$ cat src/rtl/assert_macros.svh
// Assertion helpers for the RC4 engine.
// Both macros expect clk_i and rst_ni in scope.
`ifndef ASSERT_MACROS_SVH
`define ASSERT_MACROS_SVH

`ifndef SYNTH

`define RC4_ASSERT(lbl, prop) \
  lbl: assert property (@(posedge clk_i) disable iff (!rst_ni) prop) \
    else $error("rc4 assertion failed");

`define RC4_ASSERT_NEVER(lbl, cond) \
  lbl: assert property (@(posedge clk_i) disable iff (!rst_ni) !(cond)) \
    else $error("rc4 forbidden condition seen");

`else

`define RC4_ASSERT(lbl, prop)

`define RC4_ASSERT_NEVER(lbl, cond)

`endif

`endif

$ cat src/rtl/rc4_pkg.sv
`default_nettype none

package rc4_pkg;

  localparam int TABLE_SIZE    = 256;
  localparam int MAX_KEY_BYTES = 256;
  localparam int IDX_W         = $clog2(TABLE_SIZE);
  localparam int CNT_W         = $clog2(MAX_KEY_BYTES + 1);

  typedef logic [7:0]       byte_t;
  typedef logic [IDX_W-1:0] idx_t;
  typedef logic [CNT_W-1:0] cnt_t;

  // opcode values
  localparam logic OP_KEY  = 1'b0;
  localparam logic OP_TEXT = 1'b1;

  // permutation table port
  typedef struct packed {
    logic  clr;
    logic  we;
    idx_t  waddr;
    byte_t wdata;
    idx_t  raddr;
  } perm_req_t;

  // key store port
  typedef struct packed {
    logic  we;
    idx_t  waddr;
    byte_t wdata;
    idx_t  raddr;
  } key_req_t;

  // result handed to the output register
  typedef struct packed {
    logic  vld;
    byte_t cipher;
    byte_t ks;
    logic  last;
  } res_t;

endpackage

`default_nettype wire

$ cat src/rtl/rc4_perm_mem.sv
`default_nettype none

module rc4_perm_mem
  import rc4_pkg::*;
(
  input  logic      clk_i,
  input  logic      rst_ni,
  input  perm_req_t req_i,
  output byte_t     rdata_o
);

  byte_t                 mem [TABLE_SIZE];
  logic [TABLE_SIZE-1:0] valid_q;
  byte_t                 rd_q;
  idx_t                  raddr_q;
  logic                  rvalid_q;

  // storage, read-first
  always_ff @(posedge clk_i) begin
    if (req_i.we) begin
      mem[req_i.waddr] <= req_i.wdata;
    end
    rd_q    <= mem[req_i.raddr];
    raddr_q <= req_i.raddr;
  end

  // per-entry written flags; an unwritten entry reads as its own index
  always_ff @(posedge clk_i or negedge rst_ni) begin
    if (!rst_ni) begin
      valid_q  <= '0;
      rvalid_q <= 1'b0;
    end else begin
      rvalid_q <= valid_q[req_i.raddr];
      if (req_i.clr) begin
        valid_q <= '0;
      end else if (req_i.we) begin
        valid_q[req_i.waddr] <= 1'b1;
      end
    end
  end

  assign rdata_o = rvalid_q ? rd_q : byte_t'(raddr_q);

endmodule

`default_nettype wire

$ cat config.mk
export PLATFORM = sky130hd
export DESIGN_NAME = rc4_perm_mem
export DESIGN_NICKNAME = d
export VERILOG_FILES = /design/src/rtl/assert_macros.svh /design/src/rtl/rc4_pkg.sv /design/src/rtl/rc4_perm_mem.sv
export SDC_FILE = /design/constraint.sdc
export NUM_CORES = 2
export LEC_CHECK = 0
export BUFFER_PORTS_ARGS = -buffer_cell sky130_fd_sc_hd__buf_2
export CAP_MARGIN = 10
export CORE_MARGIN = 5
export CORE_UTILIZATION = 60
export DETAILED_ROUTE_END_ITERATION = 7
export PLACE_DENSITY_LB_ADDON = 0.2
export REMOVE_ABC_BUFFERS = 1
export SLEW_MARGIN = 20
export SYNTH_ARGS = -nofsm -noshare
export SYNTH_HDL_FRONTEND = slang
export SYNTH_SLANG_ARGS = --single-unit
$ cat constraint.sdc
create_clock -name clk_i -period 2.7 [get_ports clk_i]
set_input_delay 0.405 -clock clk_i [delete_from_list [all_inputs] [get_ports clk_i]]
set_output_delay 0.405 -clock clk_i [all_outputs]
set_load 0.02 [all_outputs]
==> flow_summary_export.csv <==
group,metric,value,unit
routing,drc,0,
run_status,status,"completed",
power_and_ir_drop,vdd_drop_max,0.000681,V
cts,cts_tree,"done",
final_layout,drive_gt1_frac,0.298,
synthesis,netlist_area,90400,sq um
place,place_ws,-0.930,ns
synthesis,ys.flop_type,"edfxtp_1",
setup_path,cp.arrival,3.31,ns
setup_path,r2r-start,"valid_q[172]$_DFFE_PN0P_",
cts,worstSkewPairLatency,0.83,ns
final_layout,utilization,0.706,
cts,post_cts_buffers,0,
power_and_ir_drop,power.share.clock,0.412,
power_and_ir_drop,p_leak,36.4,nW
run,drv_cap,0,
sta,tns,0,ns
cts,path_clk_slew,0.06,ns
cts,cts_max_level,4,
floorplanning,num_io_pins,36,
power_and_ir_drop,intPower,58.4,mW
synthesis,syn_area_per_cell,19.2,sq um
sta,period_share,0.972,
routing,drtIter0Drc,6855,
sta,hold_viol,0,
sta,setup_viol,0,
place,placed_cells,7250,
sta,worst_pin_slew,1.02,ns
final_layout,area_growth,17.0,%
grt,grt_start_max_net_pins,93,
routing,wire_per_inst,30.7,microns
synthesis,yosysWarningCount,0,
worst_hold_path,hp-class,"input pin to flip-flop",
grt,grt_pass1_wl,347000,microns
power_and_ir_drop,switching_share,0.211,
power_and_ir_drop,seqPwrFrac,0.530,
sta,max_freq,0.381,GHz
place,place_congestion,0.897,
final_layout,finalInstanceArea,106000,sq um
grt,grt_antenna_before_repair,23,
sta,rsz0062_at_grt,"no",
sta,fin_ws,0.0763,ns
floorplanning,coreArea,150000,sq um
place,dpl_cell_area,98500,sq um
grt,grt-ovfl-total,0,
setup_path,crit_start,"req_i[0]",
sta,period_minus_slack,2.62,ns
final_layout,nets,5487,
setup_path,path_class,"input pin to flip-flop",
cts,cts_sinks,2321,
power_and_ir_drop,power_frac_comb,0.058,
sta,finalMaxSlewViolations,0,
sta,relSlewSlack,0.314,
routing,first_pass_iters,5,
setup_path,critPathMaxFanout,18,
synthesis,synth_edf_count,2048,
cts,root_buffer,"clkbuf_16",
routing,antenna_left,0,
synthesis,async_flop_share,0.111,
setup_path,cp-start-kind,"input pin",
floorplanning,fp.dieArea,159000,sq um
routing,vias_per_cell,6.51,
power_and_ir_drop,p_switching,15.6,mW
floorplanning,start_util,0.604,
synthesis,yosys_register_bits,2321,
floorplanning,die_x,398,microns
sta,fin_skew,0.0269,ns
grt,grt_pass1_vias,50100,
place,post-dp-hpwl,155000,microns
cts,numCtsBuffers,220,
synthesis,seq_area_frac_synth,0.755,
grt,grt.total_usage,0.304,
setup_path,end_kind,"flip-flop",
setup_path,crit_required,3.39,ns
final_layout,finalNonFillerCells,7677,
worst_hold_path,worstHoldStart,"req_i[7]",
cts,cts_buffer_depth,3,
synthesis,postSynthCellCount,4715,
synthesis,synth_cell_type_count,60,
floorplanning,num_rows,142,
routing,vias,50000,
power_and_ir_drop,p_per_area,700,nW/um^2
routing,routed_wl,236000,microns
place,portBuffers,35,
floorplanning,fp.dieH,398,microns
final_layout,final_cell_mix,"edfxtp_1, nor2_1, buf_4",
final_layout,layout_commonest_cell,"edfxtp_1",
-- cell families after synthesis --
| group | synth area share |
|---|---|
| mux | 0.144 |
| buf+inv | 0.0192 |
| compound gates | 0.0400 |
| simple gates | 0.0422 |
| flops | 0.755 |
-- final timing paths --
check / end / slack [ns] / depth (start not counted)
max: rd_q[5]$_DFF_P_ / 0.08 / 10
min: raddr_q[7]$_DFF_P_ / 0.11 / 3
max reg2reg: rvalid_q$_DFF_PN0_ / 0.20 / 7
min reg2reg: valid_q[209]$_DFFE_PN0P_ / 0.49 / 2
max in group asynchronous: valid_q[34]$_DFFE_PN0P_ / 1.68 / 3
min in group asynchronous: valid_q[89]$_DFFE_PN0P_ / 0.14 / 2
-- area by class of cell --
class                           count  area, sq um
Clock buffer                      311         6190
Multi-Input combinational cell   2102        20500
Timing Repair Buffer              812         7250
Antenna cell                        8         20.0
Tap cell                         2016         2520
Inverter                            2         7.51
Sequential cell                  2321        68300
Fill cell                        9152        44000
Clock inverter                    105         1010
-- synthesized netlist by cell type, drive strengths merged (5+ instances only) --
cell | count | share of area
edfxtp | 2048 | 0.68
nor2 | 731 | 0.030
mux4 | 487 | 0.12
dfrtp | 257 | 0.071
a22oi | 180 | 0.015
mux2i | 178 | 0.020
clkbuf | 169 | 0.0070
buf | 121 | 0.012
a21oi | 101 | 0.0056
o221ai | 47 | 0.0046
nand2 | 46 | 0.0019
nand3 | 37 | 0.0020
o21ba | 30 | 0.0033
nor4 | 25 | 0.0017
o22ai | 25 | 0.0017
a221oi | 23 | 0.0022
nor2b | 19 | 0.0013
nor3 | 19 | 0.0011
mux2 | 18 | 0.0022
dfxtp | 16 | 0.0035
a22o | 14 | 0.0014
o21ai | 12 | 0.00066
o32ai | 11 | 0.0011
a211oi | 10 | 0.00083
nand4 | 10 | 0.00069
nand2b | 8 | 0.00055
or2 | 8 | 0.00055
a311oi | 6 | 0.00058
a21boi | 5 | 0.00042
and2 | 5 | 0.00035
o22a | 5 | 0.00048
o311ai | 5 | 0.00048
-- state kept, by name, summed over array words and instances (netlist names) --
signal / count
rd_q: 8
mem: 2048
valid_q: 256
rvalid_q: 1
raddr_q: 8
-- metrics by stage --
stage | power [mW] | hold WS [ns]
2_1_floorplan | 41.3 | 0.109
3_3_place_gp | 44.1 | 0.420
3_5_place_dp | 44.2 | 0.428
4_1_cts | 74.3 | 0.0323
5_1_grt | 76.1 | 0.0747
6_report | 74.0 | 0.108
-- worst max-delay path, cell delays in order --
cell	delay (ns)
buf_8	0.26
buf_4	0.21
buf_12	0.18
buf_4	0.24
mux4_2	0.56
o21ai_0	0.19
a21oi_1	0.19
nor4_1	0.73
buf_4	0.24
nor4_1	0.04
-- per-layer routing --
| layer | up-vias | track usage | share of wire |
|---|---|---|---|
| met5 | - | 0 | 0.00042 |
| met4 | 14 | 0.0951 | 0.033 |
| met3 | 409 | 0.0733 | 0.12 |
| met2 | 2982 | 0.461 | 0.47 |
| met1 | 26100 | 0.450 | 0.38 |
| li1 | 20500 | - | - |
-- repair_timing --
item | in CTS | in global routing
setup endpoints to repair | 1 | 1
hold buffers | 3 | 0
endpoints found under the hold margin | 139 | 0
gates resized for setup | 1 | 1
-- power by group through the flow --
stage	Combinational (mW)	Clock (mW)	Sequential (mW)
finish	4.26	30.5	39.2
global route	4.46	32.5	39.2
CTS	4.24	30.8	39.2
detailed placement	4.21	0	40.0
global placement	4.15	0	40.0
floorplan	1.36	0	39.9
(Power assumes the default switching activity.)
