==> src/rtl/assert_macros.svh <==
// Assertion helpers for the RC4 engine.
// Both macros expect clk_i and rst_ni in scope.
`ifndef ASSERT_MACROS_SVH
`define ASSERT_MACROS_SVH

`ifndef SYNTH

`define RC4_ASSERT(lbl, prop) \
  lbl: assert property (@(posedge clk_i) disable iff (!rst_ni) prop) \
    else $error("rc4 assertion failed");

`define RC4_ASSERT_NEVER(lbl, cond) \
  lbl: assert property (@(posedge clk_i) disable iff (!rst_ni) !(cond)) \
    else $error("rc4 forbidden condition seen");

`else

`define RC4_ASSERT(lbl, prop)

`define RC4_ASSERT_NEVER(lbl, cond)

`endif

`endif

==> src/rtl/rc4_pkg.sv <==
`default_nettype none

package rc4_pkg;

  localparam int TABLE_SIZE    = 256;
  localparam int MAX_KEY_BYTES = 256;
  localparam int IDX_W         = $clog2(TABLE_SIZE);
  localparam int CNT_W         = $clog2(MAX_KEY_BYTES + 1);

  typedef logic [7:0]       byte_t;
  typedef logic [IDX_W-1:0] idx_t;
  typedef logic [CNT_W-1:0] cnt_t;

  // opcode values
  localparam logic OP_KEY  = 1'b0;
  localparam logic OP_TEXT = 1'b1;

  // permutation table port
  typedef struct packed {
    logic  clr;
    logic  we;
    idx_t  waddr;
    byte_t wdata;
    idx_t  raddr;
  } perm_req_t;

  // key store port
  typedef struct packed {
    logic  we;
    idx_t  waddr;
    byte_t wdata;
    idx_t  raddr;
  } key_req_t;

  // result handed to the output register
  typedef struct packed {
    logic  vld;
    byte_t cipher;
    byte_t ks;
    logic  last;
  } res_t;

endpackage

`default_nettype wire

==> src/rtl/rc4_key_mem.sv <==
`default_nettype none

module rc4_key_mem
  import rc4_pkg::*;
(
  input  logic     clk_i,
  input  key_req_t req_i,
  output byte_t    rdata_o
);

  byte_t mem [TABLE_SIZE];
  byte_t rd_q;

  always_ff @(posedge clk_i) begin
    if (req_i.we) begin
      mem[req_i.waddr] <= req_i.wdata;
    end
    rd_q <= mem[req_i.raddr];
  end

  assign rdata_o = rd_q;

endmodule

`default_nettype wire

==> config.mk <==
export PLATFORM = sky130hd
export DESIGN_NAME = rc4_key_mem
export DESIGN_NICKNAME = d
export VERILOG_FILES = /design/src/rtl/assert_macros.svh /design/src/rtl/rc4_pkg.sv /design/src/rtl/rc4_key_mem.sv
export SDC_FILE = /design/constraint.sdc
export NUM_CORES = 2
export LEC_CHECK = 0
export BUFFER_PORTS_ARGS = -buffer_cell sky130_fd_sc_hd__buf_2
export CORE_MARGIN = 5
export CORE_UTILIZATION = 45
export DETAILED_ROUTE_END_ITERATION = 7
export SETUP_SLACK_MARGIN = 0.2
export SLEW_MARGIN = 20
export SYNTH_ARGS = -nofsm -noshare
export SYNTH_HDL_FRONTEND = slang
export SYNTH_SLANG_ARGS = --single-unit
==> constraint.sdc <==
create_clock -name clk_i -period 2.1 [get_ports clk_i]
set_clock_uncertainty 0.05 [all_clocks]
set_input_delay 0 -clock clk_i [delete_from_list [all_inputs] [get_ports clk_i]]
set_output_delay 0 -clock clk_i [all_outputs]
set_load 0.02 [all_outputs]
==> impl_metrics.py <==
metrics = {
    "run_status": {
        "status": "finished, violations left",
        "failed_checks": "negative setup slack",
    },
    "worst_setup_path": {
        "worst_r2r_path_depth": 6,
        "endpoint": "rdata_o[4]",
        "setup.worst_path.class": "reg -> reg",
        "rr_endpoint": "rdata_o[4]",
        "rr_startpoint": "mem[47][4]",
        "timing.critical_path.from": "mem[47][4]",
        "crit_required_ns": 2.74,
        "crit_path_start_kind": "register",
        "cp_max_fo": 1,
        "endpoint_kind": "register",
        "worst_ep_arrival_time_ns": 2.92,
        "rrSetupSlack_ns": -0.18,
    },
    "final_layout": {
        "multi_input_comb_area_um2": 17000,
        "finalNetCount": 4507,
        "area_growth_syn_to_layout_pct": 19.2,
        "fillCellCount": 13500,
        "non_filler_cell_area_final_um2": 94900,
        "utilization": 0.539,
        "register_area_um2": 61700,
        "fraction_of_layout_instances_using_a_drive_strength_above_1": 0.341,
    },
    "synthesis": {
        "synth_enable_flop_cells": 2048,
        "synth.yosys.seq_area_share": 0.775,
        "post_synth_num_cell_types": 55,
        "synth-seq-cells": 2056,
        "synthesis.instances": 3733,
        "ys.warnings.count": 0,
        "synthesis.area_um2": 79600,
        "syn_nets": 3759,
        "async_reset_ff_frac": 0,
        "ys_dominant_reg_cell": "sky130_fd_sc_hd__edfxtp_1",
        "synth.avg_cell_area_um2": 21.3,
    },
    "timing": {
        "post-route-period-util": 1.09,
        "slew_viol_final": 0,
        "tightestPinTransition_ns": 0.752,
        "final.min_clock_period_ns": 2.28,
        "number_of_setup_violations_in_the_final_report": 8,
        "worst_slew_margin_rel": 0.497,
        "hold_viol": 0,
        "max_clock_freq_ghz": 0.438,
        "setup_repair_after_global_routing_missed_its_margin": "true",
        "setup_ws_ns": -0.181,
        "final.hold.worst_slack_ns": 0.128,
    },
    "routing": {
        "drt_pass1_iterations": 5,
        "route.final.wire_length_um": 203000,
        "dr_total_vias": 40800,
        "ant_nets": 0,
        "routed_wire_length_per_instance_um": 29.1,
        "vias_per_cell": 5.84,
        "detail_route.drc_violations": 0,
        "drt_iter0_markers": 4414,
    },
    "global_route": {
        "grt_overflow": 0,
        "via_count_of_the_first_global_routing_pass": 41400,
        "groute.layer.met3.usage": 0.0379,
        "met2_usage": 0.355,
        "grt_pass1_wl_um": 295000,
        "global_route.usage.total": 0.219,
        "antenna_found_initial": 6,
        "gr-usage-met1": 0.311,
        "top_usage_layer": "met2",
        "largest_net_degree_at_the_start_of_global_routing": 77,
    },
    "floorplan": {
        "fp.dieW_um": 430,
        "std_cell_rows": 154,
        "initial_utilization": 0.452,
        "die-height_um": 430,
        "design.portCount": 34,
        "fp.dieArea_um2": 185000,
        "core_um2": 176000,
    },
    "power": {
        "power.ir.vdd_worst_mv": 0.891,
        "share_comb_of_total_power": 0.058,
        "seq_power_share": 0.531,
        "total_switching_power_mw": 18.1,
        "power.internal_mw": 67.3,
        "power-per-cell-area_nw_per_um2": 900,
        "leakage_nw": 30.7,
        "totalPowerFinal_mw": 85.4,
        "p_clk_frac": 0.411,
        "netSwitchingFraction": 0.212,
    },
    "cts": {
        "post-cts-setup-buffers": 0,
        "htree_levels": 4,
        "cts_tree": "yes",
        "numClockSinks": 2056,
        "cts.clk_slew.worst_paths_ns": 0.06,
        "clock_latency_ns": 0.82,
        "clk_root_buffer_cell": "sky130_fd_sc_hd__clkbuf_16",
        "ctsLongestPathBuffers": 3,
        "numCtsBuffers": 200,
    },
    "hold_path": {
        "hp-class": "in -> reg",
    },
    "placed_design": {
        "place.gp.congestion": 0.861,
        "io_buffer_count": 33,
        "dpl_worst_slack_ns": -1.16,
        "dp.final_hpwl_um": 134000,
        "placed_area_um2": 87800,
    },
    "job": {
        "maxCapViolCount": 0,
    },
}
-- worst min-delay path by stage --
stage               from         end  slack (ns)  depth (start not counted)
3_3_place_gp   req_i[10]  mem[83][2]        0.37                          1
6_report       req_i[10]  mem[83][2]        0.13                          2
2_1_floorplan   req_i[8]   mem[0][0]        0.05                          0
5_1_grt         req_i[6]  rdata_o[5]        0.10                          6
3_5_place_dp   req_i[10]  mem[83][2]        0.37                          1
4_1_cts         req_i[6]  rdata_o[5]        0.05                          6
-- cells in the mapped netlist (all sizes together) (2+ instances only) --
| cell type | count | area (um2) |
|---|---|---|
| a311oi | 2 | 17.5 |
| a22oi | 133 | 998 |
| o221ai | 47 | 418 |
| mux4 | 456 | 10300 |
| a31oi | 2 | 12.5 |
| nand2b | 8 | 50.1 |
| o211ai | 10 | 75.1 |
| mux2i | 134 | 1340 |
| nand3 | 34 | 170 |
| nor4 | 27 | 188 |
| buf | 122 | 1030 |
| or2 | 4 | 25.0 |
| nor2 | 282 | 1060 |
| edfxtp | 2048 | 61500 |
| o32ai | 5 | 51.3 |
| o21ai | 12 | 60.1 |
| and3b | 2 | 17.5 |
| dfxtp | 8 | 160 |
| nor3 | 22 | 110 |
| a221oi | 14 | 129 |
| nand4 | 10 | 62.6 |
| o22a | 5 | 43.8 |
| nand2 | 33 | 124 |
| a211oi | 16 | 120 |
| nand3b | 2 | 15.0 |
| a21oi | 96 | 480 |
| clkbuf | 111 | 417 |
| a2111oi | 5 | 52.6 |
| nor2b | 31 | 194 |
| and2 | 6 | 37.5 |
| a22o | 8 | 70.1 |
| o22ai | 28 | 175 |
-- power groups by stage --
stage | clock [mW] | sequential [mW] | combinational (mW)
floorplan | 0 | 46.2 | 2.22
global placement | 0 | 46.2 | 4.78
detailed placement | 0 | 46.2 | 4.84
CTS | 35.7 | 45.3 | 5.00
global route | 37.5 | 45.3 | 5.25
finish | 35.1 | 45.3 | 4.99
-- layout by cell type (no fill, tap or decap), drive strengths merged, types with 22 or more instances in the layout --
master | Yosys | layout
mux2i | 134 | 134
nor3 | 22 | 22
clkbuf | 111 | 249
o221ai | 47 | 47
buf | 122 | 761
mux4 | 456 | 456
nand2 | 33 | 33
clkinv | 1 | 80
nand3 | 34 | 34
a22oi | 133 | 133
nor2 | 282 | 282
nor2b | 31 | 31
o22ai | 28 | 28
nor4 | 27 | 27
a21oi | 96 | 96
edfxtp | 2048 | 2048
-- registers in the layout, indices dropped and copies added (netlist names) --
name	count
mem	2048
rdata_o	8
-- logic make-up after synthesis --
logic type             count (synthesis)  synth area share
flip-flops                          2056             0.775
multiplexers                         591             0.146
AND/OR/NAND/NOR                      466            0.0263
AO/OA/AOI/OAI                        385            0.0342
buffers and inverters                235            0.0183
-- area by class of cell --
class                   count  area share
repair buffers            779      0.0722
clock buffers             249      0.0560
clock inverters           114      0.0111
multi-input cells        1442       0.180
inverters                   2   0.0000791
flip-flops and latches   2056       0.650
diodes                      3   0.0000791
well taps                2340      0.0309
-- through the flow --
| step | instances | setup TNS, ns |
|---|---|---|
| 6_report | 6985 | -0.852 |
| 5_1_grt | 6983 | -1.11 |
| 4_1_cts | 6982 | -1.04 |
| 3_5_place_dp | 6601 | -7.73 |
| 3_3_place_gp | 6601 | -8.26 |
| 2_1_floorplan | 3733 | 0 |
-- worst max-delay path, cell delays in order, from the launching register on --
cell and delay (ns):
sky130_fd_sc_hd__edfxtp_1 0.37, sky130_fd_sc_hd__mux4_2 0.51, sky130_fd_sc_hd__a22oi_2 0.26, sky130_fd_sc_hd__a21oi_2 0.13
sky130_fd_sc_hd__nor4_4 0.58, sky130_fd_sc_hd__buf_4 0.21, sky130_fd_sc_hd__nor4_1 0.04
-- per-layer routing --
layer	up-vias	routed length (um)	part of all wire
met2	1512	99400	0.49
met5	-	20	0.000099
met1	21700	84500	0.42
li1	17200	-	-
met4	2	4910	0.024
met3	314	14200	0.070
-- repair_timing --
item | 4_1_cts | 5_1_grt
hold endpoints to repair | 2347 | 0
hold buffers | 18 | 0
endpoints found under the setup margin | 8 | 39
resized for setup | 77 | 24
pin swaps | 37 | 26
No activity file was read; power rests on OpenSTA's default activity.
