`src/rtl/assert_macros.svh`:
```
// Assertion helpers for the RC4 engine.
// Both macros expect clk_i and rst_ni in scope.
`ifndef ASSERT_MACROS_SVH
`define ASSERT_MACROS_SVH

`ifndef SYNTH

`define RC4_ASSERT(lbl, prop) \
  lbl: assert property (@(posedge clk_i) disable iff (!rst_ni) prop) \
    else $error("rc4 assertion failed");

`define RC4_ASSERT_NEVER(lbl, cond) \
  lbl: assert property (@(posedge clk_i) disable iff (!rst_ni) !(cond)) \
    else $error("rc4 forbidden condition seen");

`else

`define RC4_ASSERT(lbl, prop)

`define RC4_ASSERT_NEVER(lbl, cond)

`endif

`endif

```
`src/rtl/rc4_pkg.sv`:
```
`default_nettype none

package rc4_pkg;

  localparam int TABLE_SIZE    = 256;
  localparam int MAX_KEY_BYTES = 256;
  localparam int IDX_W         = $clog2(TABLE_SIZE);
  localparam int CNT_W         = $clog2(MAX_KEY_BYTES + 1);

  typedef logic [7:0]       byte_t;
  typedef logic [IDX_W-1:0] idx_t;
  typedef logic [CNT_W-1:0] cnt_t;

  // opcode values
  localparam logic OP_KEY  = 1'b0;
  localparam logic OP_TEXT = 1'b1;

  // permutation table port
  typedef struct packed {
    logic  clr;
    logic  we;
    idx_t  waddr;
    byte_t wdata;
    idx_t  raddr;
  } perm_req_t;

  // key store port
  typedef struct packed {
    logic  we;
    idx_t  waddr;
    byte_t wdata;
    idx_t  raddr;
  } key_req_t;

  // result handed to the output register
  typedef struct packed {
    logic  vld;
    byte_t cipher;
    byte_t ks;
    logic  last;
  } res_t;

endpackage

`default_nettype wire

```
`src/rtl/rc4_core.sv`:
```
`default_nettype none

module rc4_core
  import rc4_pkg::*;
(
  input  logic      clk_i,
  input  logic      rst_ni,
  input  logic      in_valid_i,
  output logic      in_stall_o,
  input  logic      opcode_i,
  input  byte_t     data_byte_i,
  input  logic      last_flag_i,
  input  logic      out_free_i,
  output res_t      res_o,
  output perm_req_t perm_req_o,
  input  byte_t     perm_rdata_i,
  output key_req_t  key_req_o,
  input  byte_t     key_rdata_i
);

  localparam logic [3:0] ST_IDLE  = 4'd0;
  localparam logic [3:0] ST_KS_RD = 4'd1;
  localparam logic [3:0] ST_KS_J  = 4'd2;
  localparam logic [3:0] ST_KS_WN = 4'd3;
  localparam logic [3:0] ST_KS_WJ = 4'd4;
  localparam logic [3:0] ST_PG_J  = 4'd5;
  localparam logic [3:0] ST_PG_WI = 4'd6;
  localparam logic [3:0] ST_PG_KS = 4'd7;
  localparam logic [3:0] ST_HOLD  = 4'd8;

  localparam cnt_t KEY_MAX = cnt_t'(MAX_KEY_BYTES);
  localparam idx_t IDX_TOP = idx_t'(TABLE_SIZE - 1);

  logic [3:0] state_q, state_d;
  cnt_t       cnt_q, cnt_d;
  cnt_t       len_q, len_d;
  idx_t       i_q, i_d;
  idx_t       j_q, j_d;
  idx_t       k_q, k_d;
  byte_t      sa_q, sa_d;
  byte_t      sb_q, sb_d;
  idx_t       t_q, t_d;
  byte_t      text_q, text_d;
  logic       last_q, last_d;
  byte_t      ks_q, ks_d;

  logic       accept;
  cnt_t       cnt_next;
  idx_t       j_sum;
  byte_t      ks_fwd;

  assign in_stall_o = (state_q != ST_IDLE);
  assign accept     = in_valid_i && (state_q == ST_IDLE);

  // keystream byte after the swap: forward the two freshly written entries
  always_comb begin
    if (t_q == j_q) begin
      ks_fwd = sa_q;
    end else if (t_q == i_q) begin
      ks_fwd = sb_q;
    end else begin
      ks_fwd = perm_rdata_i;
    end
  end

  // sequencer: key load, key scheduling, generator step
  always_comb begin
    state_d    = state_q;
    cnt_d      = cnt_q;
    len_d      = len_q;
    i_d        = i_q;
    j_d        = j_q;
    k_d        = k_q;
    sa_d       = sa_q;
    sb_d       = sb_q;
    t_d        = t_q;
    text_d     = text_q;
    last_d     = last_q;
    ks_d       = ks_q;
    perm_req_o = '0;
    key_req_o  = '0;
    res_o      = '0;
    cnt_next   = cnt_q;
    j_sum      = '0;

    case (state_q)
      ST_IDLE: begin
        if (accept) begin
          if (opcode_i == OP_KEY) begin
            // store key byte, drop it once the store is full
            if (cnt_q < KEY_MAX) begin
              key_req_o.we    = 1'b1;
              key_req_o.waddr = cnt_q[IDX_W-1:0];
              key_req_o.wdata = data_byte_i;
              cnt_next        = cnt_q + cnt_t'(1);
            end
            cnt_d = cnt_next;
            if (last_flag_i) begin
              len_d          = cnt_next;
              cnt_d          = '0;
              perm_req_o.clr = 1'b1;
              i_d            = '0;
              j_d            = '0;
              k_d            = '0;
              state_d        = ST_KS_RD;
            end
          end else begin
            i_d              = i_q + idx_t'(1);
            perm_req_o.raddr = i_q + idx_t'(1);
            text_d           = data_byte_i;
            last_d           = last_flag_i;
            state_d          = ST_PG_J;
          end
        end
      end

      ST_KS_RD: begin
        perm_req_o.raddr = i_q;
        key_req_o.raddr  = k_q;
        state_d          = ST_KS_J;
      end

      ST_KS_J: begin
        j_sum            = j_q + perm_rdata_i + key_rdata_i;
        j_d              = j_sum;
        sa_d             = perm_rdata_i;
        perm_req_o.raddr = j_sum;
        state_d          = ST_KS_WN;
      end

      ST_KS_WN: begin
        perm_req_o.we    = 1'b1;
        perm_req_o.waddr = i_q;
        perm_req_o.wdata = perm_rdata_i;
        state_d          = ST_KS_WJ;
      end

      ST_KS_WJ: begin
        perm_req_o.we    = 1'b1;
        perm_req_o.waddr = j_q;
        perm_req_o.wdata = sa_q;
        i_d              = i_q + idx_t'(1);
        // key index runs modulo the key length
        if ((cnt_t'(k_q) + cnt_t'(1)) == len_q) begin
          k_d = '0;
        end else begin
          k_d = k_q + idx_t'(1);
        end
        if (i_q == IDX_TOP) begin
          j_d     = '0;
          state_d = ST_IDLE;
        end else begin
          state_d = ST_KS_RD;
        end
      end

      ST_PG_J: begin
        j_sum            = j_q + perm_rdata_i;
        j_d              = j_sum;
        sa_d             = perm_rdata_i;
        perm_req_o.raddr = j_sum;
        state_d          = ST_PG_WI;
      end

      ST_PG_WI: begin
        perm_req_o.we    = 1'b1;
        perm_req_o.waddr = i_q;
        perm_req_o.wdata = perm_rdata_i;
        sb_d             = perm_rdata_i;
        t_d              = sa_q + perm_rdata_i;
        perm_req_o.raddr = sa_q + perm_rdata_i;
        state_d          = ST_PG_KS;
      end

      ST_PG_KS: begin
        perm_req_o.we    = 1'b1;
        perm_req_o.waddr = j_q;
        perm_req_o.wdata = sa_q;
        if (out_free_i) begin
          res_o.vld    = 1'b1;
          res_o.cipher = text_q ^ ks_fwd;
          res_o.ks     = ks_fwd;
          res_o.last   = last_q;
          state_d      = ST_IDLE;
        end else begin
          ks_d    = ks_fwd;
          state_d = ST_HOLD;
        end
      end

      ST_HOLD: begin
        if (out_free_i) begin
          res_o.vld    = 1'b1;
          res_o.cipher = text_q ^ ks_q;
          res_o.ks     = ks_q;
          res_o.last   = last_q;
          state_d      = ST_IDLE;
        end
      end

      default: begin
        state_d = ST_IDLE;
      end
    endcase
  end

  // control state
  always_ff @(posedge clk_i or negedge rst_ni) begin
    if (!rst_ni) begin
      state_q <= ST_IDLE;
      cnt_q   <= '0;
      len_q   <= '0;
      i_q     <= '0;
      j_q     <= '0;
      k_q     <= '0;
    end else begin
      state_q <= state_d;
      cnt_q   <= cnt_d;
      len_q   <= len_d;
      i_q     <= i_d;
      j_q     <= j_d;
      k_q     <= k_d;
    end
  end

  // working data
  always_ff @(posedge clk_i) begin
    sa_q   <= sa_d;
    sb_q   <= sb_d;
    t_q    <= t_d;
    text_q <= text_d;
    last_q <= last_d;
    ks_q   <= ks_d;
  end

endmodule

`default_nettype wire

```
`config.mk`:
```
export PLATFORM = sky130hd
export DESIGN_NAME = rc4_core
export DESIGN_NICKNAME = d
export VERILOG_FILES = /design/src/rtl/assert_macros.svh /design/src/rtl/rc4_pkg.sv /design/src/rtl/rc4_core.sv
export SDC_FILE = /design/constraint.sdc
export NUM_CORES = 1
export LEC_CHECK = 0
export ABC_AREA = 1
export BUFFER_PORTS_ARGS = -buffer_cell sky130_fd_sc_hd__buf_4
export CAP_MARGIN = 25
export CORE_ASPECT_RATIO = 0.75
export CORE_MARGIN = 3
export CORE_UTILIZATION = 58
export DETAILED_ROUTE_END_ITERATION = 16
export GPL_TIMING_DRIVEN = 0
export PLACE_DENSITY = 0.81
export SKIP_LAST_GASP = 1
export SYNTH_ARGS = -nofsm -noshare
export SYNTH_HDL_FRONTEND = slang
export SYNTH_SLANG_ARGS = --single-unit
```
`constraint.sdc`:
```
create_clock -name clk_i -period 3.7 [get_ports clk_i]
set_clock_uncertainty 0.1 [all_clocks]
set_input_delay 0.37 -clock clk_i [delete_from_list [all_inputs] [get_ports clk_i]]
set_output_delay 0.37 -clock clk_i [all_outputs]
set_load 0.01 [all_outputs]
```
==> key figures, run 1 <==
Run status
  – Outcome: finished clean

Global routing
  – GR Layer Usage met3: 8.54%
  – Number of global-route vias before repair: 5431
  – GR Util All Layers: 29.4%
  – Global route total overflow: 0
  – Busiest grt layer: met1
  – Pin count of the biggest net entering global routing: 47
  – Initial antenna violation count: 0
  – GR Layer Usage met1: 45.0%
  – First-pass GRT wire length: 27900 um
  – GR Util met2: 40.8%

Layout
  – Fin nets: 1042
  – Ant diodes: 0
  – Area growth syn-to-layout: 22.9%
  – Layout cells sized above 1: 18.1%
  – Design area: 7740 um^2

Logic synthesis
  – Mapped Avg Cell Area: 7.26 um^2
  – Synth cell types: 35
  – Sequential area share after synthesis: 37.9%
  – Yosys Warn Count: 0
  – Ys async rst share: 52.9%
  – Mapped Nets: 925
  – Dominant cells by area after synthesis: edfxtp_1 (20%), dfrtp_1 (18%), nand2_1 (14%), inv_1 (8.5%), nand3_1 (8.1%)
  – Area share of the largest cell type after synthesis: 19.6%
  – Post-synth top area cell: edfxtp_1
  – Post-synth top cells: nand2_1 (242), inv_1 (143), nand3_1 (102)
  – Top FF cell, synth: dfrtp_1
  – EDFF count, synth: 41
  – Mapped cell area: 6290 um^2
  – Yosys reg bits: 87
  – Most numerous cell in the Yosys netlist: nand2_1
  – Synthesized instance count: 867

Power and ir drop
  – Sw power: 0.00282 W
  – Int Pwr: 0.00325 W
  – Sw Ratio: 46.4%
  – Pwr Density: 784 nW/um^2
  – VDD IR max: 0.536 mV
  – Clock share of power: 15.9%
  – Lkg Pwr: 3.90 nW
  – Sequential power share: 28.0%
  – Gate power share: 56.1%

Setup path
  – R2R setup slack: 0.92 ns
  – R2R depth: 18
  – Reg-to-Reg End: j_q[6]
  – Worst EP required: 3.23 ns
  – Setup CP Type: flop to output pin
  – Reg-to-Reg Start: j_q[2]
  – Critical Path Start Type: flop
  – Data arrival, critical path: 3.09 ns
  – Crit end category: output pin
  – Crit. Startpoint: j_q[2]
  – Max Fanout on Critical Path: 5
  – Crit path to: perm_req_o[6]

Floorplan
  – Die Span X: 126 um
  – Die Footprint: 12100 um^2
  – Core Footprint: 10500 um^2
  – Total I/O pin count: 100
  – Num rows: 32
  – Die height: 96.2 um
  – Initial Utilization: 60.2%

Detailed routing
  – Vias: 6261
  – Vias/cell: 5.57
  – DRC Markers: 0
  – Drt first pass iters: 5
  – Total Routed Length: 18600 um
  – Antenna-violating nets left: 0
  – Avg WL per Cell: 16.5 um
  – Starting DRC count in detailed routing: 620

Placed design
  – Routability cong.: 0.966
  – Port-buffer cells: 99
  – Detail Placement HPWL: 14100 um
  – Dpl ws: 0.229 ns
  – Dpl cell area: 7220 um^2

Clock tree
  – CTS buffer count: 9
  – CTS max path bufs: 2
  – CTS tree: built
  – Reg clk slew, reported paths: 0.06 ns
  – Clk sinks: 87
  – Clock root buffer: clkbuf_16
  – CTS HTree Levels: 3
  – Clk_lat worst skew: 0.34 ns

Timing
  – Max Fclk: 0.281 GHz
  – Final Critical Period: 3.56 ns
  – Final clock period utilization by the worst path: 96.1%
  – Setup-failing EPs final: 0
  – Final hold viol count: 0
  – Slew @ Worst Pin: 0.801 ns
  – Slew Viols, Final: 0
  – Max_slew headroom: 46.3%
  – Final worst-path setup slack: 0.143 ns

Run
  – Max-cap viol count: 0

Worst hold path
  – Hold WC Path Type: primary input to flop
-- final cells by class --
cell class	count	area, um^2
plain buffers	15	91.3
flip-flops and latches	87	2380
multi-input cells	617	3410
fillers	861	2710
well taps	136	170
repair buffers	106	802
clock buffers	12	268
inverters	148	556
clock inverters	4	51.3
-- worst max-delay path, cell delays in order (launching register included) --
cell and delay (ns):
dfrtp_1 0.47, ha_4 0.35, inv_1 0.07, nand2_1 0.09, nand2_1 0.09, nor2_1 0.14, nor2_1 0.10, xnor2_2 0.13
buf_4 0.16, ha_4 0.28, nand2_1 0.05, inv_1 0.07, nand4_1 0.07, nand3_1 0.09, a21oi_1 0.06, o21ai_0 0.12
nand2_1 0.10, inv_1 0.08, nand2_1 0.07, buf_4 0.15
-- flip-flops by register name, summed over array words and instances (netlist names) --
signal and count:
state_q 4, ks_q 8, k_q 8, text_q 8, last_q 1, t_q 8, i_q 8, sb_q 8
len_q 9, j_q 8, sa_q 8, cnt_q 9
-- power groups by stage --
stage                     clock (W)  sequential (W)  combinational (W)
after floorplan                   0         0.00157            0.00205
after global placement            0         0.00167            0.00296
after detailed placement          0         0.00168            0.00302
after CTS                  0.000967         0.00167            0.00307
after global routing        0.00100         0.00173            0.00374
final                      0.000961         0.00170            0.00340
-- routing by layer --
metal / part of all wire, % / routed length, um / vias up
met5: 0 / 0 / -
met4: 1.7 / 318 / 0
met3: 11 / 2020 / 33
met2: 42 / 7770 / 309
met1: 46 / 8480 / 2882
li1: - / - / 3037
-- kinds of logic after synthesis --
kind of cell / share of synthesized area, %
xor+xnor: 5.71
compound gates: 9.50
flops: 37.9
simple gates: 30.7
fa+ha+maj: 5.92
buf+inv: 10.3
-- cell usage in the layout (no fill, tap or decap), types with 2 or more instances in the layout --
cell,Yosys,layout
o2111ai_1,5,5
fa_1,3,2
o21bai_1,5,4
dfrtp_2,0,2
nor2_2,4,4
o21ai_2,6,6
and2_1,2,2
nand2_2,1,2
nor2_1,69,69
nand2_1,242,241
nor3_1,8,8
buf_6,2,3
a31oi_1,6,5
o21ai_0,30,30
nand4_1,7,7
edfxtp_1,41,41
nand3b_1,3,3
nand3_1,102,101
xor2_2,0,2
inv_2,5,7
dfrtp_1,46,44
or2_2,3,3
o21ai_1,2,2
a21oi_2,0,2
xnor2_1,16,15
xor2_1,25,23
buf_2,7,7
ha_4,0,7
clkinv_4,0,2
clkbuf_1,3,4
inv_1,143,141
a21oi_1,20,18
buf_4,3,107
o22ai_1,24,24
nor2_4,5,5
clkbuf_16,0,10
ha_1,25,17
-- what timing repair did --
item                       CTS  global route
gates resized for setup      2            22
pin swaps                    0             3
hold endpoints to repair    46             0
hold buffers                 1             0
setup endpoints to repair    1             5
buffers inserted             0             5
-- metrics by stage --
stage,setup TNS [ns],util [%],std cells,hold slack (ns),total power (W)
3_3_place_gp,0,69.0,1102,0.306,0.00463
6_report,0,74.0,1125,0.111,0.00606
4_1_cts,0,72.3,1120,0.109,0.00571
3_5_place_dp,0,69.1,1103,0.313,0.00471
2_1_floorplan,0,-,867,-0.0256,0.00362
5_1_grt,-0.164,74.0,1125,0.111,0.00647
-- worst min path at each step --
| stage | startpoint | end | cells after the start |
|---|---|---|---|
| after floorplan | rst_ni | cnt_q[0] | 0 |
| after global routing | data_byte_i[1] | text_q[1] | 1 |
| after detailed placement | rst_ni | k_q[6] | 1 |
| final | out_free_i | state_q[3] | 2 |
| after global placement | rst_ni | k_q[6] | 1 |
| after CTS | out_free_i | state_q[3] | 2 |
(Power assumes the default switching activity.)
==> run 2: changes to the inputs <==
GPL_TIMING_DRIVEN = default   (was 0)
==> run 2 against run 1 <==
Effect of this change: hold slack better by 0.0046 ns; non-clock buffer count down 11; cell area down 2.8%; critical path type unchanged; power down 6.6%; worst setup slack better by 0.038 ns; combinational power down 8.5%; wire length down 4.0%; maximum frequency up 1.1%; via count down 1.6%.
==> key figures, run 2 (synthesis gave the netlist of run 1 again) <==
Global routing
  – First-pass GRT wire length: 28000 um
  – Initial antenna violation count: 0
  – Global route total overflow: 0
  – GR Util All Layers: 29.5%
  – Pin count of the biggest net entering global routing: 47
  – Number of global-route vias before repair: 5531

Power and ir drop
  – VDD IR max: 0.496 mV
  – Lkg Pwr: 3.83 nW
  – Pwr Density: 753 nW/um^2
  – Pwr Total: 0.00566 W

Detailed routing
  – Vias: 6160
  – Drt first pass iters: 7
  – Antenna-violating nets left: 0
  – Total Routed Length: 17800 um
  – DRC Markers: 0
  – Avg WL per Cell: 16.0 um
  – Starting DRC count in detailed routing: 715
  – Vias/cell: 5.53

Run
  – Max-cap viol count: 0

Timing
  – Final clock period utilization by the worst path: 95.1%
  – Setup TNS: 0 ns
  – Slew @ Worst Pin: 0.820 ns
  – Max_slew headroom: 45.3%
  – Max Fclk: 0.284 GHz
  – Slew Viols, Final: 0
  – Final Critical Period: 3.52 ns
  – Final hold viol count: 0
  – Setup-failing EPs final: 0

Worst hold path
  – Hold WC Path Type: primary input to flop

Clock tree
  – Reg clk slew, reported paths: 0.06 ns
  – CTS max path bufs: 2
  – CTS HTree Levels: 3
  – Total setup buffers inserted after CTS: 0
  – Clk sinks: 87
  – CTS tree: built
  – Clk_lat worst skew: 0.34 ns
  – CTS buffer count: 9
  – Clock root buffer: clkbuf_16

Layout
  – Area growth syn-to-layout: 19.4%
  – Ant diodes: 0
  – Area of the multi-input gates: 3300 um^2
  – Layout cells sized above 1: 15.8%
  – Biggest regs: cnt_q (9), len_q (9)
  – Commonest non-fill, non-tap cell in the layout: nand2_1
  – Final core occ: 71.9%
  – Design area: 7520 um^2
  – Fill cells: 888
  – Fin nets: 1031
  – FF/Latch Area: 2380 um^2
  – Most frequent cells in the layout: nand2_1 (242), inv_1 (143), buf_4 (109)

Placed design
  – Routability cong.: 0.940
  – Port-buffer cells: 99
  – Detail Placement HPWL: 13600 um
  – Dpl cell area: 7190 um^2

Floorplan
  – Die Span X: 126 um
  – Total I/O pin count: 100
  – Initial Utilization: 60.2%
  – Core Footprint: 10500 um^2
  – Die height: 96.2 um
  – Num rows: 32
  – Die Footprint: 12100 um^2

Setup path
  – CP max-delay cell: dfrtp_2
  – Critical Path Start Type: flop
  – Max Fanout on Critical Path: 4
  – Data arrival, critical path: 3.05 ns
  – Setup CP Type: flop to output pin
  – Worst EP required: 3.23 ns
  – Cell breakdown of the critical path: ha_4, inv_1, o21bai_1, a31oi_2, inv_1, nand2_1, nand2_1, inv_1, ha_1, inv_1, o21bai_1, nand2_1, nand2_1, a21oi_1, nand3_1, nand3_1, nand3_1, buf_4
  – Slowest stage delay, CP: 0.48 ns
  – Crit end category: output pin

Run status
  – Outcome: finished clean
run 2: changes by cell type in the layout (fill, tap and decap cells not counted), moves of 3 or more:
cell and change:
buf_2 -7, ha_1 +7, ha_4 -6, buf_6 -3
run 2: power by group:
part | switching, W | internal [W]
Clock | 0.000370 | 0.000491
Sequential | 0.000338 | 0.00135
Combinational | 0.00195 | 0.00116
Total | 0.00266 | 0.00300
run 2: area by class of cell:
| class | count | share of cell area (%) |
|---|---|---|
| clock buffer | 13 | 3.46 |
| clock inverter | 3 | 0.250 |
| inverter | 148 | 7.39 |
| multi-input combinational | 617 | 43.9 |
| sequential | 87 | 31.7 |
| tap | 136 | 2.26 |
| timing repair buffer | 110 | 11.0 |
run 2: path summary, 6_finish.rpt:
kind / start / end / slack [ns] / cells after the start
worst max-delay path: j_q[3] / perm_req_o[7] / 0.18 / 18
worst min-delay path: data_byte_i[7] / text_q[7] / 0.12 / 1
worst max register to register: j_q[3] / j_q[7] / 0.92 / 17
worst min register to register: len_q[5] / len_q[5] / 0.41 / 2
max in group asynchronous: rst_ni / j_q[3] / 2.57 / 2
min in group asynchronous: rst_ni / k_q[6] / 0.48 / 2
run 2: timing repair:
| action | CTS | global route |
|---|---|---|
| hold buffers | 1 | 0 |
| endpoints found under the setup margin | 0 | 3 |
| gates resized for setup | 0 | 6 |
| endpoints found under the hold margin | 46 | 0 |
run 2: routing by layer:
layer	up-vias	track usage (%)	routed length, um	share of wire (%)
met3	35	9.21	1820	10
met2	290	42.7	7550	42
met1	2819	43.3	8150	46
met5	-	0	0	0
met4	0	6.88	321	1.8
li1	3016	-	-	-
run 2: critical path: cells and delay by family, from the launching register on:
family / cells / cell delay, ns
and+or+nand+nor: 7 / 0.55
adders and majority gates: 2 / 0.62
AOI/OAI and AO/OA: 4 / 0.61
buffers and inverters: 5 / 0.44
DFF: 1 / 0.48
run 2: metrics by stage:
stage | hold slack (ns) | setup WS, ns | instances
final | 0.116 | 0.181 | 1114
after global routing | 0.106 | -0.0364 | 1114
after CTS | 0.107 | 0.139 | 1114
after detailed placement | 0.313 | 0.406 | 1097
after global placement | 0.313 | 0.476 | 1097
after floorplan | -0.0256 | 0.883 | 867
